### config.mk
export PLATFORM = sky130hd
export DESIGN_NAME = pcbp_queue
export DESIGN_NICKNAME = d
export VERILOG_FILES = /design/src/pcbp_pkg.sv /design/src/pcbp_queue.sv
export SDC_FILE = /design/constraint.sdc
export NUM_CORES = 1
export LEC_CHECK = 0
export BUFFER_PORTS_ARGS = -buffer_cell sky130_fd_sc_hd__buf_2
export CAP_MARGIN = 20
export CORE_UTILIZATION = 51
export CTS_CLUSTER_DIAMETER = 80
export DETAILED_ROUTE_END_ITERATION = 10
export PLACE_DENSITY = 0.85
export SETUP_SLACK_MARGIN = 0.1
export SLEW_MARGIN = 20
export SYNTH_ARGS = -nofsm -noshare
export SYNTH_HDL_FRONTEND = slang
export SYNTH_SLANG_ARGS = --single-unit
### constraint.sdc
create_clock -name clk_i -period 3.7 [get_ports clk_i]
set_input_delay 0.185 -clock clk_i [delete_from_list [all_inputs] [get_ports clk_i]]
set_output_delay 0.185 -clock clk_i [all_outputs]
set_load 0.005 [all_outputs]
### src/pcbp_pkg.sv
// ----------------------------------------------------------------------------
// Prefix-code bit packer package
// Shared widths, mode codes and the job record passed from front to back.
// ----------------------------------------------------------------------------
package pcbp_pkg;

  // Longest code that the table stores.
  localparam int MAX_CODE_LEN = 32;

  // Field widths of the channels.
  localparam int MODE_W    = 2;
  localparam int SYM_W     = 8;
  localparam int IN_LEN_W  = 6;
  localparam int IN_BITS_W = 32;
  localparam int BYTE_W    = 8;

  // Pending buffer holds up to seven bits.
  localparam int PEND_W = BYTE_W - 1;
  localparam int PCNT_W = 3;

  // Stored code length and the packing accumulator.
  localparam int LEN_W = $clog2(MAX_CODE_LEN + 1);
  localparam int ACC_W = MAX_CODE_LEN + PEND_W;
  localparam int TOT_W = $clog2(ACC_W + 1);

  localparam int TABLE_DEPTH = 256;

  // Job queue between front and back; depth is a power of two.
  localparam int QUEUE_DEPTH = 2;
  localparam int QPTR_W      = $clog2(QUEUE_DEPTH);
  localparam int QCNT_W      = $clog2(QUEUE_DEPTH + 1);

  // Mode codes of an input item.
  localparam logic [MODE_W-1:0] MODE_LOAD   = 2'd0;
  localparam logic [MODE_W-1:0] MODE_ENCODE = 2'd1;
  localparam logic [MODE_W-1:0] MODE_FLUSH  = 2'd2;

  // One unit of work for the back end: a code to pack, or a flush.
  typedef struct packed {
    logic                    is_flush;
    logic [LEN_W-1:0]        len;
    logic [MAX_CODE_LEN-1:0] bits;
  } job_t;

endpackage

### src/pcbp_queue.sv
// ----------------------------------------------------------------------------
// Prefix-code bit packer job queue
// Short FIFO that decouples the table lookup from the byte packing.
// ----------------------------------------------------------------------------
module pcbp_queue (
  input  logic             clk_i,
  input  logic             rst_ni,
  input  logic             push_valid_i,
  output logic             push_ready_o,
  input  pcbp_pkg::job_t   push_job_i,
  output logic             pop_valid_o,
  input  logic             pop_ready_i,
  output pcbp_pkg::job_t   pop_job_o
);
  import pcbp_pkg::*;

  job_t              q_mem [QUEUE_DEPTH];
  logic [QPTR_W-1:0] wr_ptr_q;
  logic [QPTR_W-1:0] rd_ptr_q;
  logic [QCNT_W-1:0] cnt_q;
  logic              push;
  logic              pop;

  assign push_ready_o = (cnt_q != QCNT_W'(QUEUE_DEPTH));
  assign pop_valid_o  = (cnt_q != '0);
  assign pop_job_o    = q_mem[rd_ptr_q];
  assign push         = push_valid_i && push_ready_o;
  assign pop          = pop_valid_o && pop_ready_i;

  always_ff @(posedge clk_i) begin
    if (push) begin
      q_mem[wr_ptr_q] <= push_job_i;
    end
  end

  always_ff @(posedge clk_i or negedge rst_ni) begin
    if (!rst_ni) begin
      wr_ptr_q <= '0;
      rd_ptr_q <= '0;
      cnt_q    <= '0;
    end else begin
      if (push) begin
        wr_ptr_q <= wr_ptr_q + 1'b1;
      end
      if (pop) begin
        rd_ptr_q <= rd_ptr_q + 1'b1;
      end
      if (push && !pop) begin
        cnt_q <= cnt_q + 1'b1;
      end else if (pop && !push) begin
        cnt_q <= cnt_q - 1'b1;
      end
    end
  end

endmodule

==> out/summary.md, run 1 <==
The logs give 308 for the post-layout instance count excluding filler cells and 0.539 mV for the peak ir drop on the vdd network. Synthesis inferred 82 register bits. Hold timing on the final database bottoms out at a slack of 0.0368 ns. After Yosys synthesis, and, or, nand and nor cells account for 1.53% of the synthesized area. The number of endpoints failing setup at the final stage is 0. For hold timing, the worst endpoint is q_mem[0][25]. TritonCTS built the clock tree. For the total negative setup slack, the log shows 0 ns. For this run, design rule violations remaining after detail routing come to 0.

Number of pins with negative max-slew slack in the final report: 0. Counting along the longest clock path gives a buffer depth of 2. In this run the worst path has a maximum fanout of 40.

For the number of antenna-violating nets in the routed design, the log shows 0. The final layout contains 275 nets. The filler cells instantiated in the layout total 411. The tools report the cell area after synthesis as 0.00303 mm^2. The path class of the tightest hold or removal check is in2reg.

Derived from the worst setup path, the maximum achievable clock frequency is 0.493 GHz. The effective utilization at floorplan is 54.1%, and the total number of placement rows is 27. The depth of the worst register-to-register path was 2; the total global routing track utilization was 16.3%.

The setup path with the least slack is of type reg2out. The logs give 61 for the DRC marker count from the first detailed-route iteration and 38.2% for the headroom to the max-slew limit. The fraction of the mapped netlist area in compound gates works out to 0%. The critical path capture point type was an output port.

Summing all multi-input logic gate instances after layout gives 551 um^2. The total of buffers placed on input and output ports was 83. Once placement completed, the tool counted placed cells totaling 290. In this run the standard cell core region covers 0.00561 mm^2.

For the worst-skew pair, the clock arrives at the later sink with an insertion delay of 0.33 ns. Data arrives at the worst endpoint at 1.84 ns. The clock period minus worst slack came out at 2.03 ns. For the required time reported for the critical path endpoint, the log shows 3.51 ns. The die is 79.1 um wide. The half-perimeter wire length after placement is 3.10 mm.

For the largest net degree at the start of global routing, the log shows 41. In this run the most critical hold path is launched from push_job_i[25]. The logs give 1 for the number of hold-repair buffers added at the cts stage and 84 for the count of pins on the block boundary.

The tools report the launching element type of the critical path as a flip-flop. The flow ran to the end, and the final reports show no timing, DRC or antenna violations. The worst register-to-register path has a setup slack of 1.91 ns.

For this run, the share of the core covered by cells in the final layout is 67.2%. The tools report the hold violation total from the final report as 0. Sequential cells were found to cover 80.5% of the synthesized design area. Clock slew at the register clock pins of the worst setup and hold paths: 0.08 ns. The worst register-to-register path ends at q_mem[1][23]. In this run, CTS created clock tree buffers numbering 9. The number of gates resized after CTS was 0.

Setup repair after global routing left no endpoint under its margin. In the synthesized netlist, mux cells make up 14.5% of the area. For the pin with the worst max-slew slack, the measured transition is 0.927 ns. The number of antenna violations at the first check in global routing is 0, and the register area is 0.00244 mm^2.

Buffers added to address setup during post-CTS repair amount to 0. The first detailed-routing pass ran for 3 iterations. After Yosys synthesis, full adders, half adders and majority gates account for 0.413% of the synthesized area.

After synthesis, the netlist uses 14 different library cells. The tree is rooted in a sky130_fd_sc_hd__clkbuf_8. The logs give 0 for the residual overflow from global routing and 0.00497 ns for the maximum clock skew at final layout. Of the total synthesized cell area, the portion taken by XOR and XNOR cells is 1.44%. The last weighted congestion value of the routability-driven placer is 0.711, and the first-pass GRT wire length is 7.29 mm.

The main combinational cell family by area after synthesis was multiplexers. The routed design has 4.76 mm of wire. The worst hold path cell count was 1. The logs give 0 for the number of max-cap violations and 0.00626 mm^2 for the die footprint.

The leakage power is 1.43 nW, and the average detailed-routed wire length per instance is 15.5 um. Dividing the detail-routed via count by the number of cells gives 4.94. The cell count after synthesis came out at 139.

Relative to the synthesized area, the layout overhead comes to 24.2%. The CTS H-tree depth is 3. During synthesis, Yosys emitted a total of 0 warnings. 0 antenna diodes ended up in the layout. The logs give 183 for the synthesized netlist net count and 1520 for the number of vias in the routed layout. For this design the ratio of total power to cell area is 760 mW/mm^2.

The proportion of layout cells with a drive suffix above 1 is 60.2%. The via count of the first global-routing pass is 1506, and the CTS sink count is 82. After layout, the worst path uses 54.8% of the clock period. Source of the worst register-to-register timing path: cnt_q[0]. After synthesis, the mean cell area works out to 21.8 um^2. The die extent in y was 79.1 um.
[cell usage after synthesis]
master / instances / area, um^2
sky130_fd_sc_hd__ha_1: 1 / 12.5
sky130_fd_sc_hd__buf_6: 4 / 45.0
sky130_fd_sc_hd__and3_1: 1 / 6.26
sky130_fd_sc_hd__or2_4: 1 / 8.76
sky130_fd_sc_hd__nand2_1: 1 / 3.75
sky130_fd_sc_hd__nor2_1: 2 / 7.51
sky130_fd_sc_hd__nand2_2: 1 / 6.26
sky130_fd_sc_hd__xnor2_1: 3 / 26.3
sky130_fd_sc_hd__inv_1: 1 / 3.75
sky130_fd_sc_hd__edfxtp_1: 78 / 2340
sky130_fd_sc_hd__xor2_1: 2 / 17.5
sky130_fd_sc_hd__dfrtp_1: 4 / 100
sky130_fd_sc_hd__mux2_2: 39 / 439
sky130_fd_sc_hd__nand2b_4: 1 / 13.8
[cell families after synthesis]
group	Yosys count
XOR/XNOR	5
adder cells (fa/ha/maj)	1
AND/OR/NAND/NOR	7
flip-flops	82
multiplexers	39
buffers and inverters	5
[worst max-delay path by stage]
stage	start	endpoint	slack, ns	cells past startpoint
floorplan	cnt_q[0]	q_mem[0][0]	0.98	3
global placement	cnt_q[0]	q_mem[0][2]	1.75	3
detailed placement	cnt_q[0]	q_mem[0][1]	1.70	3
CTS	rd_ptr_q	pop_job_o[37]	1.63	2
global route	rd_ptr_q	pop_job_o[29]	1.56	2
finish	rd_ptr_q	pop_job_o[37]	1.67	2
[layout make-up]
| class | count | area share (%) |
|---|---|---|
| Clock inverter | 6 | 2.79 |
| Timing Repair Buffer | 85 | 11.8 |
| Clock buffer | 10 | 3.39 |
| Multi-Input combinational cell | 52 | 14.6 |
| Sequential cell | 82 | 64.9 |
| Tap cell | 72 | 2.39 |
| Inverter | 1 | 0.0997 |
[registers in the layout (all words and copies together), names as in the netlist]
name	flops
rd_ptr_q	1
cnt_q	2
q_mem	78
wr_ptr_q	1
[cells in the final DEF (no fill, tap or decap)]
| cell type | count |
|---|---|
| sky130_fd_sc_hd__clkbuf_1 | 1 |
| sky130_fd_sc_hd__xnor2_1 | 3 |
| sky130_fd_sc_hd__clkbuf_8 | 9 |
| sky130_fd_sc_hd__buf_2 | 83 |
| sky130_fd_sc_hd__buf_12 | 1 |
| sky130_fd_sc_hd__bufinv_16 | 3 |
| sky130_fd_sc_hd__dfrtp_2 | 1 |
| sky130_fd_sc_hd__or2_4 | 1 |
| sky130_fd_sc_hd__dlygate4sd3_1 | 1 |
| sky130_fd_sc_hd__ha_1 | 1 |
| sky130_fd_sc_hd__nor2_1 | 1 |
| sky130_fd_sc_hd__inv_1 | 1 |
| sky130_fd_sc_hd__clkinvlp_4 | 1 |
| sky130_fd_sc_hd__xor2_1 | 2 |
| sky130_fd_sc_hd__mux2_2 | 39 |
| sky130_fd_sc_hd__nor2_4 | 1 |
| sky130_fd_sc_hd__dfrtp_1 | 3 |
| sky130_fd_sc_hd__and3_2 | 1 |
| sky130_fd_sc_hd__clkinv_1 | 2 |
| sky130_fd_sc_hd__nand2_2 | 1 |
| sky130_fd_sc_hd__nand2b_4 | 1 |
| sky130_fd_sc_hd__edfxtp_1 | 78 |
| sky130_fd_sc_hd__nand2_1 | 1 |
[per-layer routing]
metal,GRT usage (%),share of wire (%),up-vias
met5,0,0,-
met1,19.4,39,740
met3,3.45,3.8,13
li1,-,-,723
met4,10.9,3.3,0
met2,26.6,54,44
[power by group]
group          switching [mW]  internal, mW  leakage, nW
logic                   0.306         0.414        0.549
clock network           0.283         0.444        0.112
registers               0.144          1.27        0.770
[worst max-delay path, stage by stage (launching register included)]
cell	delay, ns
sky130_fd_sc_hd__dfrtp_2	0.93
sky130_fd_sc_hd__mux2_2	0.42
sky130_fd_sc_hd__buf_2	0.13
[stage by stage]
step / area, um^2 / setup slack [ns] / power (mW)
finish: 3770 / 1.67 / 2.86
CTS: 3750 / 1.63 / 2.89
global route: 3770 / 1.56 / 3.01
global placement: 3500 / 1.75 / 2.14
floorplan: 3030 / 0.984 / 1.88
detailed placement: 3500 / 1.70 / 2.16
Power figures use the tool's default switching activity.
==> inputs of run 2 (changes only) <==
==> constraint.sdc (replaced) <==
create_clock -name clk_i -period 2 [get_ports clk_i]
set_input_delay 0.1 -clock clk_i [delete_from_list [all_inputs] [get_ports clk_i]]
set_output_delay 0.1 -clock clk_i [all_outputs]
set_load 0.005 [all_outputs]
==> run 2 against run 1 <==
Worst setup slack got worse by 1.4 ns. Clock skew is 0.0055 ns higher. Global-route usage increased by 3.6 points. Clock power rose by 110%. Highest routed layer unchanged.
==> out/summary.md, run 2 (synthesis gave the netlist of run 1 again) <==
The pin slew with the least headroom to its limit is 0.346 ns (-0.581 ns), and the clock slew at the register clock pins of the worst setup and hold paths is 0.07 ns (about the same). Subtracting the final worst setup slack from the clock period gives 1.73 ns. The run gives 1.63 nW (+14%) as the leakage power. The total number of placement rows is 27 (unchanged), and the effective utilization at floorplan is 54.1% (unchanged). The logs give 37 (-9.8%) for the largest net degree at the start of global routing and 0 (unchanged) for the buffer count from post-CTS setup fixing.

The DRC marker count from the first detailed-route iteration is 92 (+51%). In the final layout, the registers with the most flip-flops are q_mem: 78 flops, cnt_q: 2 flops. The logs give 0.0681 ns (+0.0312 ns) for the smallest hold slack and 1.63 ns (-0.21 ns) for the data arrival time of the critical path. The die boundary width was 79.1 um (unchanged). The run finished with clean final reports. The logs give 349 (+13%) for the post-layout instance count excluding filler cells and 0 (unchanged) for the number of gates resized after CTS.

Launching element type of the critical path: a flip-flop. The logs give 1.90 ns (-1.61 ns) for the required time reported for the critical path endpoint and 5.75 mm (+21%) for the routed wire length. The run gives 0 (unchanged) as the number of antenna-violating nets in the routed design.

The CTS sink count was 82 (unchanged). Number of endpoints failing setup at the final stage: 0 (unchanged). The top cell types in the final layout, fill and taps aside, are 83 x sky130_fd_sc_hd__buf_2, 78 x sky130_fd_sc_hd__edfxtp_1, 40 x sky130_fd_sc_hd__dlygate4sd3_1, 39 x sky130_fd_sc_hd__mux2_2, 10 x sky130_fd_sc_hd__clkbuf_8. Setup repair after global routing left no endpoint under its margin. The tools report the hold violation total from the final report as 0 (unchanged). The logs give 0.735 (+3.5%) for the last weighted congestion value of the routability-driven placer and 0 (unchanged) for the number of antenna violations at the first check in global routing.

The total of buffers placed on input and output ports is 83 (unchanged), and the via count of the first global-routing pass is 1897 (+26%). The tools report the first-pass GRT wire length as 8.86 mm (+22%). In this run the worst hold path is classified as in2reg. The cell at the root of the clock tree was sky130_fd_sc_hd__clkbuf_8. The number of vias in the routed layout is 1706 (+12%).

The depth of the worst register-to-register path is 6 (+4). Total core area: 0.00561 mm^2 (unchanged). The final non-filler cell area was 0.00423 mm^2 (+12%).

The run gives 0.00356 mm^2 (+1.7%) as the placed standard-cell area. The final critical path takes up 86.7% of the cycle. The maximum clock skew at final layout was 0.0104 ns (+0.00547 ns). From synthesis to final layout, the design area changed by 39.5%. TritonCTS built the clock tree.

The residual overflow from global routing is 0 (unchanged). The largest driver fanout on the critical path works out to 29 (-28%). The deepest clock path buffer count was 2 (unchanged). CTS buffer count: 9 (unchanged). The placed cell count was 293 (+1.0%); the peak ir drop on the vdd network was 0.924 mV (+72%). The tools report the number of nets at the end of the flow as 316 (+15%).

The number of flip-flops under the largest register name came out at 78 (unchanged). The number of DRC violations after detailed routing is 0 (unchanged), and the total power divided by cell area is 1340 mW/mm^2 (+76%). For the total negative setup slack, the log shows 0 ns (unchanged). STA classifies the critical path endpoint as an output port.

The logs give 3.10 mm (about the same) for the half-perimeter wire length after placement and 84 (unchanged) for the count of pins on the block boundary. The logs give 76.9% (+39 points) for the headroom to the max-slew limit and 0 (unchanged) for the number of diodes added for antenna fixing. The type of the setup path with the least slack is reg2out. The number of max-cap violations came out at 0 (unchanged). The number of pins with negative max-slew slack in the final report is 0 (unchanged). The logs give 0.577 GHz for the achievable clock frequency and 0.00626 mm^2 (unchanged) for the die footprint. The average detailed-routed wire length per instance is 16.5 um (+6.6%), and the die extent in y is 79.1 um (unchanged). The logs give 19.8% (+3.6 points) for the total global routing track utilization and 3 (unchanged) for the CTS H-tree depth.

The number of detailed-routing iterations run before antenna repair was 4 (+1); the insertion delay to the later sink of the worst-skew pair was 0.34 ns (about the same). The proportion of layout cells with a drive suffix above 1 came out at 52.7% (-7.5 points). The register with the highest flop count is q_mem.

The worst hold path cell count is 3 (+2). The detail-routed via count per cell was 4.89 (-0.95%). The total design power came out at 5.67 mW (+98%). The library cell used most frequently in the layout, excluding fill and tap cells, is sky130_fd_sc_hd__buf_2.
[run 2: worst paths after layout]
path / startpoint / endpoint / slack (ns)
max in group asynchronous: rst_ni / rd_ptr_q / 1.75
hold reg to reg: cnt_q[0] / cnt_q[0] / 0.56
setup / recovery: rd_ptr_q / pop_job_o[13] / 0.27
setup reg to reg: cnt_q[0] / cnt_q[1] / 0.37
hold / removal: pop_ready_i / rd_ptr_q / 0.07
min in group asynchronous: rst_ni / cnt_q[1] / 0.10
[run 2: layout make-up]
class,count,area (um^2)
clock buffers,11,141
repair buffers,126,876
well taps,72,90.1
multi-input cells,52,551
flip-flops and latches,82,2440
inverters,1,3.75
fillers,332,1380
clock inverters,5,125
[run 2: through the flow]
stage               worst slack, ns  utilization (%)
floorplan                     0.343                -
global placement              0.510             63.5
detailed placement            0.478             63.5
finish                        0.266             75.4
CTS                           0.243             75.4
global route                  0.209             75.4
[run 2: critical path, cell delays in order (launching register included)]
cell and delay (ns):
sky130_fd_sc_hd__dfrtp_2 0.55, sky130_fd_sc_hd__buf_12 0.24, sky130_fd_sc_hd__mux2_2 0.37, sky130_fd_sc_hd__buf_2 0.13
[run 2: where the power goes]
| part | switching, mW | total [mW] | leakage, nW | internal, mW |
|---|---|---|---|---|
| logic | 0.734 | 1.61 | 0.729 | 0.879 |
| clock network | 0.548 | 1.54 | 0.134 | 0.988 |
| registers | 0.170 | 2.52 | 0.770 | 2.35 |
[run 2: timing repair]
item / 4_1_cts / 5_1_grt
hold buffers: 40 / 0
endpoints found under the hold margin: 82 / 0
endpoints found under the setup margin: 0 / 0
[run 2: per-layer routing]
metal / global-route usage, % / share of wire [%]
met1: 22.8 / 42
met2: 35.0 / 51
met3: 4.48 / 5.7
met4: 9.09 / 1.7
met5: 0 / 0
