[config.mk]
export PLATFORM = sky130hd
export DESIGN_NAME = pcbp_back_flat
export DESIGN_NICKNAME = d
export VERILOG_FILES = /design/src/pcbp_pkg.sv /design/src/pcbp_if.sv /design/src/pcbp_back.sv /design/src/flat_wrapper.sv
export SDC_FILE = /design/constraint.sdc
export NUM_CORES = 1
export LEC_CHECK = 0
export ABC_AREA = 0
export BUFFER_PORTS_ARGS = -buffer_cell sky130_fd_sc_hd__buf_4
export CORE_MARGIN = 2
export CORE_UTILIZATION = 45
export CTS_CLUSTER_DIAMETER = 150
export DETAILED_ROUTE_END_ITERATION = 12
export GPL_TIMING_DRIVEN = 0
export PLACE_DENSITY_LB_ADDON = 0.08
export REMOVE_ABC_BUFFERS = 1
export SYNTH_ARGS = -nofsm -noshare
export SYNTH_HDL_FRONTEND = slang
export SYNTH_SLANG_ARGS = --single-unit
[constraint.sdc]
create_clock -name clk_i -period 2.68 [get_ports clk_i]
set_clock_uncertainty 0.2 [all_clocks]
set_input_delay 0.268 -clock clk_i [delete_from_list [all_inputs] [get_ports clk_i]]
set_output_delay 0.268 -clock clk_i [all_outputs]
set_load 0.1 [all_outputs]
[src/pcbp_pkg.sv]
// ----------------------------------------------------------------------------
// Prefix-code bit packer package
// Shared widths, mode codes and the job record passed from front to back.
// ----------------------------------------------------------------------------
package pcbp_pkg;

  // Longest code that the table stores.
  localparam int MAX_CODE_LEN = 32;

  // Field widths of the channels.
  localparam int MODE_W    = 2;
  localparam int SYM_W     = 8;
  localparam int IN_LEN_W  = 6;
  localparam int IN_BITS_W = 32;
  localparam int BYTE_W    = 8;

  // Pending buffer holds up to seven bits.
  localparam int PEND_W = BYTE_W - 1;
  localparam int PCNT_W = 3;

  // Stored code length and the packing accumulator.
  localparam int LEN_W = $clog2(MAX_CODE_LEN + 1);
  localparam int ACC_W = MAX_CODE_LEN + PEND_W;
  localparam int TOT_W = $clog2(ACC_W + 1);

  localparam int TABLE_DEPTH = 256;

  // Job queue between front and back; depth is a power of two.
  localparam int QUEUE_DEPTH = 2;
  localparam int QPTR_W      = $clog2(QUEUE_DEPTH);
  localparam int QCNT_W      = $clog2(QUEUE_DEPTH + 1);

  // Mode codes of an input item.
  localparam logic [MODE_W-1:0] MODE_LOAD   = 2'd0;
  localparam logic [MODE_W-1:0] MODE_ENCODE = 2'd1;
  localparam logic [MODE_W-1:0] MODE_FLUSH  = 2'd2;

  // One unit of work for the back end: a code to pack, or a flush.
  typedef struct packed {
    logic                    is_flush;
    logic [LEN_W-1:0]        len;
    logic [MAX_CODE_LEN-1:0] bits;
  } job_t;

endpackage

[src/pcbp_if.sv]


interface pcbp_out_if;
  logic                          valid;
  logic                          ready;
  logic [pcbp_pkg::BYTE_W-1:0]   out_byte;
  logic                          last;

  modport source (output valid, output out_byte, output last, input ready);
  modport sink   (input valid, input out_byte, input last, output ready);
endinterface

[src/pcbp_back.sv]
// ----------------------------------------------------------------------------
// Prefix-code bit packer back end
// Merges codes into the pending bits and emits packed bytes one per cycle while the receiver is not stalling.
// ----------------------------------------------------------------------------
module pcbp_back (
  input  logic             clk_i,
  input  logic             rst_ni,
  input  logic             pop_valid_i,
  output logic             pop_ready_o,
  input  pcbp_pkg::job_t   pop_job_i,
  pcbp_out_if.source       out_o
);
  import pcbp_pkg::*;

  typedef enum logic {ST_IDLE, ST_EMIT} state_e;

  state_e             state_q, state_d;
  logic [ACC_W-1:0]   acc_q, acc_d;
  logic [TOT_W-1:0]   tot_q, tot_d;
  logic [PEND_W-1:0]  pb_q, pb_d;
  logic [PCNT_W-1:0]  pc_q, pc_d;
  logic               ov_q, ov_d;
  logic [BYTE_W-1:0]  ob_q, ob_d;
  logic               ol_q, ol_d;

  logic               out_free;
  logic [ACC_W-1:0]   sum_acc;
  logic [TOT_W-1:0]   sum_tot;
  logic [TOT_W-1:0]   rem;
  logic [ACC_W-1:0]   acc_sh;
  logic               elast;
  logic [BYTE_W-1:0]  fbyte;

  assign out_free    = !ov_q || out_o.ready;
  assign pop_ready_o = (state_q == ST_IDLE) && (!pop_job_i.is_flush || out_free);

  always_comb begin
    sum_acc = (ACC_W'(pb_q) << pop_job_i.len) | ACC_W'(pop_job_i.bits);
    sum_tot = TOT_W'(pc_q) + TOT_W'(pop_job_i.len);
    rem     = tot_q - TOT_W'(BYTE_W);
    acc_sh  = acc_q >> rem;
    elast   = rem < TOT_W'(BYTE_W);
    fbyte   = {pb_q, 1'b0} << (PCNT_W'(PEND_W) - pc_q);
  end

  always_comb begin
    state_d = state_q;
    acc_d   = acc_q;
    tot_d   = tot_q;
    pb_d    = pb_q;
    pc_d    = pc_q;
    ov_d    = ov_q && !out_o.ready;
    ob_d    = ob_q;
    ol_d    = ol_q;
    case (state_q)
      ST_IDLE: begin
        if (pop_valid_i && pop_ready_o) begin
          if (pop_job_i.is_flush) begin
            // Pad the pending bits with zeros on the right.
            if (pc_q != '0) begin
              ov_d = 1'b1;
              ob_d = fbyte;
              ol_d = 1'b1;
            end
            pb_d = '0;
            pc_d = '0;
          end else if (sum_tot < TOT_W'(BYTE_W)) begin
            pb_d = sum_acc[PEND_W-1:0];
            pc_d = sum_tot[PCNT_W-1:0];
          end else begin
            acc_d   = sum_acc;
            tot_d   = sum_tot;
            state_d = ST_EMIT;
          end
        end
      end
      ST_EMIT: begin
        if (out_free) begin
          ov_d  = 1'b1;
          ob_d  = acc_sh[BYTE_W-1:0];
          ol_d  = elast;
          tot_d = rem;
          if (elast) begin
            pb_d    = acc_q[PEND_W-1:0] & ~({PEND_W{1'b1}} << rem);
            pc_d    = rem[PCNT_W-1:0];
            state_d = ST_IDLE;
          end
        end
      end
      default: state_d = ST_IDLE;
    endcase
  end

  always_ff @(posedge clk_i or negedge rst_ni) begin
    if (!rst_ni) begin
      state_q <= ST_IDLE;
      acc_q   <= '0;
      tot_q   <= '0;
      pb_q    <= '0;
      pc_q    <= '0;
      ov_q    <= 1'b0;
      ob_q    <= '0;
      ol_q    <= 1'b0;
    end else begin
      state_q <= state_d;
      acc_q   <= acc_d;
      tot_q   <= tot_d;
      pb_q    <= pb_d;
      pc_q    <= pc_d;
      ov_q    <= ov_d;
      ob_q    <= ob_d;
      ol_q    <= ol_d;
    end
  end

  assign out_o.valid    = ov_q;
  assign out_o.out_byte = ob_q;
  assign out_o.last     = ol_q;

endmodule

[src/flat_wrapper.sv]
// flat-port wrapper written by rule: the top's interface ports become plain ports
module pcbp_back_flat import pcbp_pkg::*;
  (clk_i, rst_ni, pop_valid_i, pop_ready_o, pop_job_i, out_o_valid, out_o_out_byte, out_o_last, out_o_ready);
  pcbp_out_if out_o_i ();
  input  logic clk_i;
  input  logic rst_ni;
  input  logic pop_valid_i;
  output logic pop_ready_o;
  input  pcbp_pkg::job_t pop_job_i;
  output wire logic [$bits(out_o_i.valid)-1:0] out_o_valid;
  output wire logic [$bits(out_o_i.out_byte)-1:0] out_o_out_byte;
  output wire logic [$bits(out_o_i.last)-1:0] out_o_last;
  input wire logic [$bits(out_o_i.ready)-1:0] out_o_ready;
  assign out_o_valid = out_o_i.valid;
  assign out_o_out_byte = out_o_i.out_byte;
  assign out_o_last = out_o_i.last;
  assign out_o_i.ready = out_o_ready;
  pcbp_back u_core (.clk_i(clk_i), .rst_ni(rst_ni), .pop_valid_i(pop_valid_i), .pop_ready_o(pop_ready_o), .pop_job_i(pop_job_i), .out_o(out_o_i));
endmodule
==> flow_summary.json, run 1 <==
{
  "status": "finished with violations",
  "violations": "DRC, setup timing",
  "start_util": 0.467,
  "synth_seq_cells": 66,
  "avgSynthCellArea_um2": 8.68,
  "critPathBufInv": 1,
  "grt_use_total": 0.290,
  "drc_errors": 4,
  "io_buffers": 53,
  "wl_per_cell_um": 22.7,
  "p_int_w": 0.00443,
  "clk_latency_ps": 350,
  "p_clk_frac": 0.134,
  "layout_commonest_cell": "nand2_1",
  "ys_types": 60,
  "nFillCells": 1083,
  "maxSlewViolCount": 0,
  "tightest_slew_ps": 1250,
  "pin_count": 54,
  "cp_slowest_cell": "dfrtp_2",
  "hold_path.class": "in2reg",
  "die-area_um2": 12800,
  "ir_worst_vdd_v": 0.000515,
  "synthCells": 619,
  "worstPathCellList": "ha_4 > fa_2 > a21oi_4 > mux2i_4 > o21ai_2 > o211ai_1 > buf_4 > o21a_4 > mux2_4",
  "powerDensity_nw_per_um2": 1370,
  "syn2layout_area_growth_pct": 21.3,
  "ys.flop_type": "dfrtp_1",
  "sw_frac_of_total": 0.502,
  "p_leak_nw": 2.80,
  "cp.arrival_ps": 2780,
  "wl_mm": 18.6,
  "clockBufferDepth": 2,
  "num_rows": 39,
  "grt_pass1_wl_mm": 28.2,
  "setup_viol": 10,
  "vias": 5166,
  "reg2reg_depth": 9,
  "via_per_inst": 6.31,
  "seqCellArea_um2": 1670,
  "critPathCaptureType": "flip-flop",
  "htree_levels": 3,
  "period_needed_ps": 2760,
  "worstPathRequired_ps": 2710,
  "final_nets": 720,
  "clk_pin_slew_ps": 50,
  "cts_sinks": 66,
  "clockRootBuffer": "clkbuf_16",
  "critPathKind": "reg2reg",
  "path_depth": 9,
  "max_clock_freq_mhz": 363,
  "setup.worst_path.start_class": "flip-flop",
  "critPathTopFamily": "compound AO/OA/AOI/OAI gates",
  "layout_common_cells": "nand2_1 (90), buf_4 (67), o21ai_0 (64)",
  "seqPwrFrac": 0.255,
  "multi_input_area_um2": 3550,
  "yosysSeqAreaShare": 0.307,
  "finalHoldViolCount": 0,
  "critical-path-max-stage-delay_ps": 420,
  "path_max_fanout": 5,
  "post-route-period-util": 1.03,
  "cap_violations": 0,
  "detail-route-antenna-nets": 0,
  "drive_gt1_frac": 0.244,
  "final_util": 0.566,
  "antenna_found_initial": 0,
  "p_comb_frac": 0.611,
  "whs_path_depth": 3,
  "synthArstFlopShare": 1.00,
  "die_h_um": 113,
  "core_um2": 11500,
  "relSlewSlack": 0.165,
  "grt_start_max_net_pins": 67,
  "yosysWarnings": 0,
  "cts_buffers": 9,
  "place.gp.congestion": 0.933,
  "cts_tree": "yes",
  "place_ws_ps": -1960,
  "first_iter_violations": 426,
  "post-dp-hpwl_mm": 12.8,
  "synth_edf_count": 0,
  "grt.overflow.total": 0,
  "syn_area_um2": 5370,
  "antenna_cells": 0,
  "fin_ws_ps": -75.4,
  "detail_route.first_pass.iterations": 9,
  "p_sw_w": 0.00447,
  "die_w_um": 113,
  "rsz0062_at_grt": "true",
  "grt_pass1_vias": 4811
}
-- path summary, 6_finish.rpt --
kind,from,end,slack [ps]
min reg2reg,u_core.acc_q[23]$_DFFE_PN0P_,u_core.acc_q[23]$_DFFE_PN0P_,280
max,u_core.pc_q[0]$_DFFE_PN0P_,u_core.pc_q[1]$_DFFE_PN0P_,-80
max reg2reg,u_core.pc_q[0]$_DFFE_PN0P_,u_core.pc_q[1]$_DFFE_PN0P_,-80
min in group asynchronous,rst_ni,u_core.state_q$_DFF_PN0_,380
min,pop_job_i[0],u_core.acc_q[0]$_DFFE_PN0P_,3
max in group asynchronous,rst_ni,u_core.tot_q[0]$_DFFE_PN0P_,1230
-- repair_timing --
action,CTS,global route
gates resized for setup,29,12
cloned,2,1
hold buffers,15,0
pin swaps,5,4
endpoints found under the setup margin,65,41
buffers inserted,9,9
hold endpoints to repair,80,0
-- tightest hold or removal path: stages --
cell and delay [ps]:
buf_4 80, a21oi_1 30, o21ai_0 130
-- power by group through the flow --
stage               clock, W  combinational [W]  sequential, W
floorplan                  0            0.00305        0.00258
global placement           0            0.00462        0.00246
detailed placement         0            0.00474        0.00240
CTS                  0.00121            0.00512        0.00231
global route         0.00126            0.00583        0.00234
finish               0.00119            0.00544        0.00227
-- synthesized netlist by cell type (5+ instances only) --
cell type   n  area (um^2)
buf_2      13         65.1
nor3_1      6         30.0
inv_1       7         26.3
o211ai_1    7         52.6
nand2_1    90          338
mux2_2     23          259
clkbuf_1   23         86.3
mux2i_1    53          531
nor2_1     45          169
a221oi_1   14          123
a21oi_1    42          210
o22ai_1     9         56.3
a211oi_1    6         45.0
nand2b_1    7         43.8
buf_4       7         52.6
and2_1      9         56.3
buf_6       5         56.3
o21ai_0    66          330
nor2b_1    11         68.8
dfrtp_1    66         1650
mux2_4     10          150
nand3_1     7         35.0
a31oi_1     8         50.1
mux4_2     12          270
-- cells by family (layout without fill, tap and decap cells) --
kind of cell | count (synthesis) | after routing | synth area share
DFF | 66 | 66 | 0.307
adders and majority gates | 5 | 5 | 0.0130
buffers and inverters | 58 | 114 | 0.0557
and+or+nand+nor | 199 | 199 | 0.168
muxes | 98 | 98 | 0.225
xor gates and xnor gates | 5 | 5 | 0.00955
AOI/OAI and AO/OA | 188 | 189 | 0.221
-- state kept, by name (all words and copies together), names as in the netlist --
| signal | count |
|---|---|
| u_core.state_q | 1 |
| u_core.out_o.last | 1 |
| u_core.pc_q | 3 |
| u_core.acc_q | 39 |
| u_core.out_o.out_byte | 8 |
| u_core.tot_q | 6 |
| u_core.out_o.valid | 1 |
| u_core.pb_q | 7 |
-- per-stage QoR --
stage	std cells	hold WS [ps]	power [W]	instance area [um^2]	TNS, ps
finish	819	2.60	0.00890	6520	-640
global route	819	8.22	0.00943	6520	-1090
detailed placement	768	242	0.00714	5760	-57600
CTS	809	0.959	0.00864	6380	-447
floorplan	569	-228	0.00563	5100	-67350
global placement	765	248	0.00708	5680	-135830
-- final cells by class --
class,count,area share
sequential,66,0.256
timing repair buffer,90,0.121
inverter,8,0.00538
timing repair inverter,1,0.000768
multi-input combinational,496,0.545
tap,143,0.0275
clock buffer,12,0.0378
clock inverter,3,0.00614
-- layer usage --
layer / up-vias / share of wire / global-route usage
li1: 2399 / - / -
met1: 2517 / 0.44 / 0.420
met2: 209 / 0.45 / 0.416
met3: 41 / 0.074 / 0.0589
met4: 0 / 0.035 / 0.135
met5: - / 0 / 0
No activity file was read; power rests on OpenSTA's default activity.
==> run 2, diff against run 1 <==
CORE_UTILIZATION = 44   (was 45)
==> run 2 against run 1 <==
Effect of this change:
- the run ends with hold timing, setup timing left
- sequential share of layout area decreased by 1.2 points
- non-clock buffer count rose by 10
- utilization increased by 0.39 points
- die area rose by 2.2%
- clock power barely moved
==> flow_summary.json, run 2 (synthesis gave the netlist of run 1 again) <==
{
  "num_rows": 40,
  "die-area_um2": 13100,
  "core_um2": 12000,
  "status": "finished with violations",
  "via_per_inst": 6.30,
  "power.total_w": 0.00901,
  "cp_slowest_cell": "dfrtp_2",
  "relSlewSlack": 0.145,
  "grt_pass1_vias": 4865,
  "io_buffers": 53,
  "cap_violations": 0,
  "syn2layout_area_growth_pct": 26.9,
  "finalHoldViolCount": 3,
  "die_w_um": 115,
  "cts_tree": "yes",
  "pin_count": 54,
  "place.gp.congestion": 0.873,
  "antenna_cells": 0,
  "rsz0062_at_grt": "true",
  "nFillCells": 1074,
  "hold_path.class": "in2reg",
  "final_nets": 730,
  "hold_ws_ps": -10.5,
  "largest_reg_flops": 39,
  "drc_errors": 0,
  "p_leak_nw": 2.93,
  "critical-path-max-stage-delay_ps": 420,
  "detail_route.first_pass.iterations": 5,
  "r2r_end": "u_core.pb_q[3]$_DFFE_PN0P_",
  "die_h_um": 115,
  "tightest_slew_ps": 1280,
  "final_cells": 833,
  "endpoint": "u_core.pb_q[3]$_DFFE_PN0P_",
  "rrSetupSlack_ps": -80,
  "wl_per_cell_um": 22.6,
  "clk_latency_ps": 340,
  "htree_levels": 3,
  "start_util": 0.449,
  "cts_sinks": 66,
  "setup_viol": 52,
  "period_needed_ps": 2760,
  "grt_start_max_net_pins": 67,
  "layout_common_cells": "nand2_1 (67), buf_4 (62), dfrtp_1 (58)",
  "drive_gt1_frac": 0.293,
  "setup.worst_path.start_class": "flip-flop",
  "maxSlewViolCount": 0,
  "clockBufferDepth": 2,
  "post-dp-hpwl_mm": 12.5,
  "path_depth": 9,
  "critPathKind": "reg2reg",
  "powerDensity_nw_per_um2": 1320,
  "grt.overflow.total": 0,
  "worstPathCellList": "ha_4 > fa_2 > a21oi_4 > mux2i_2 > o21ai_1 > o211ai_1 > buf_4 > o21a_4 > mux2_4",
  "fin_ws_ps": -80.7,
  "cp.arrival_ps": 2780,
  "critPathCaptureType": "flip-flop",
  "path_max_fanout": 5,
  "detail-route-antenna-nets": 0,
  "max_clock_freq_mhz": 362,
  "ir_worst_vdd_v": 0.000502,
  "cts_buffers": 9,
  "reg2reg_depth": 9,
  "critPathBufInv": 1,
  "grt_pass1_wl_mm": 27.8,
  "first_iter_violations": 421,
  "wl_mm": 18.8,
  "grt_use_total": 0.284,
  "antenna_found_initial": 0,
  "post-route-period-util": 1.03,
  "tns_ps": -2410,
  "clk_pin_slew_ps": 50,
  "worstPathRequired_ps": 2700,
  "dp.cells": 772,
  "regMostFlops": "u_core.acc_q",
  "critPathTopFamily": "compound AO/OA/AOI/OAI gates",
  "violations": "hold timing, setup timing",
  "layout_commonest_cell": "nand2_1",
  "vias": 5247,
  "rr_startpoint": "u_core.pc_q[0]$_DFFE_PN0P_",
  "cp-startpoint": "u_core.pc_q[0]$_DFFE_PN0P_",
  "clockRootBuffer": "clkbuf_16"
}
==> run 2: cell types whose count changed in the layout (fill, tap and decap cells not counted), sizes merged <==
| cell | previous run | this run |
|---|---|---|
| buf | 74 | 77 |
| clkbuf | 13 | 16 |
| dlygate4sd3 | 15 | 18 |
| bufbuf | 0 | 1 |
==> run 2: cell type report <==
| type | instances | area (um^2) | share of cell area |
|---|---|---|---|
| Inverter | 8 | 35.0 | 0.00514 |
| Sequential cell | 66 | 1670 | 0.244 |
| Timing Repair inverter | 1 | 5.00 | 0.000734 |
| Timing Repair Buffer | 100 | 997 | 0.146 |
| Tap cell | 147 | 184 | 0.0270 |
| Clock buffer | 12 | 246 | 0.0362 |
| Clock inverter | 3 | 40.0 | 0.00587 |
| Multi-Input combinational cell | 496 | 3640 | 0.534 |
==> run 2: power by group <==
group	switching [W]	leakage (nW)	total [W]	internal, W
Clock	0.000448	0.142	0.00119	0.000738
Sequential	0.000801	0.817	0.00226	0.00146
Combinational	0.00326	1.97	0.00556	0.00230
==> run 2: how the worst min path moves through the flow <==
stage	start	to	slack, ps	depth (start not counted)
floorplan	rst_ni	u_core.acc_q[0]$_DFFE_PN0P_	-230	0
global placement	rst_ni	u_core.out_o.last$_DFFE_PN0P_	250	1
detailed placement	rst_ni	u_core.out_o.last$_DFFE_PN0P_	250	1
CTS	pop_job_i[6]	u_core.acc_q[6]$_DFFE_PN0P_	6	3
global route	pop_job_i[1]	u_core.acc_q[1]$_DFFE_PN0P_	0.9	3
finish	pop_job_i[1]	u_core.acc_q[1]$_DFFE_PN0P_	-10	3
==> run 2: repair_timing <==
item                                   4_1_cts  5_1_grt
pin swaps                                    3       14
gates cloned                                 2        8
resized for setup                           24       84
hold buffers                                12        6
setup endpoints to repair                   65       63
endpoints found under the hold margin       77        6
buffers inserted                            15        3
==> run 2: worst min-delay path, stage by stage <==
cell and delay [ps]:
buf_4 70, a21oi_1 40, o21ai_1 110
==> run 2: metrics by stage <==
step	worst slack [ps]	instance area, um^2	util
2_1_floorplan	-1380	5100	-
3_3_place_gp	-2450	5690	0.475
3_5_place_dp	-1830	5760	0.481
4_1_cts	-27.6	6390	0.534
5_1_grt	-159	6820	0.570
6_report	-80.7	6820	0.570
==> run 2: layer usage <==
layer	GRT usage	part of all wire	wire, um
met1	0.410	0.46	8570
met2	0.413	0.44	8370
met3	0.0487	0.072	1350
met4	0.137	0.029	544
met5	0	0	0
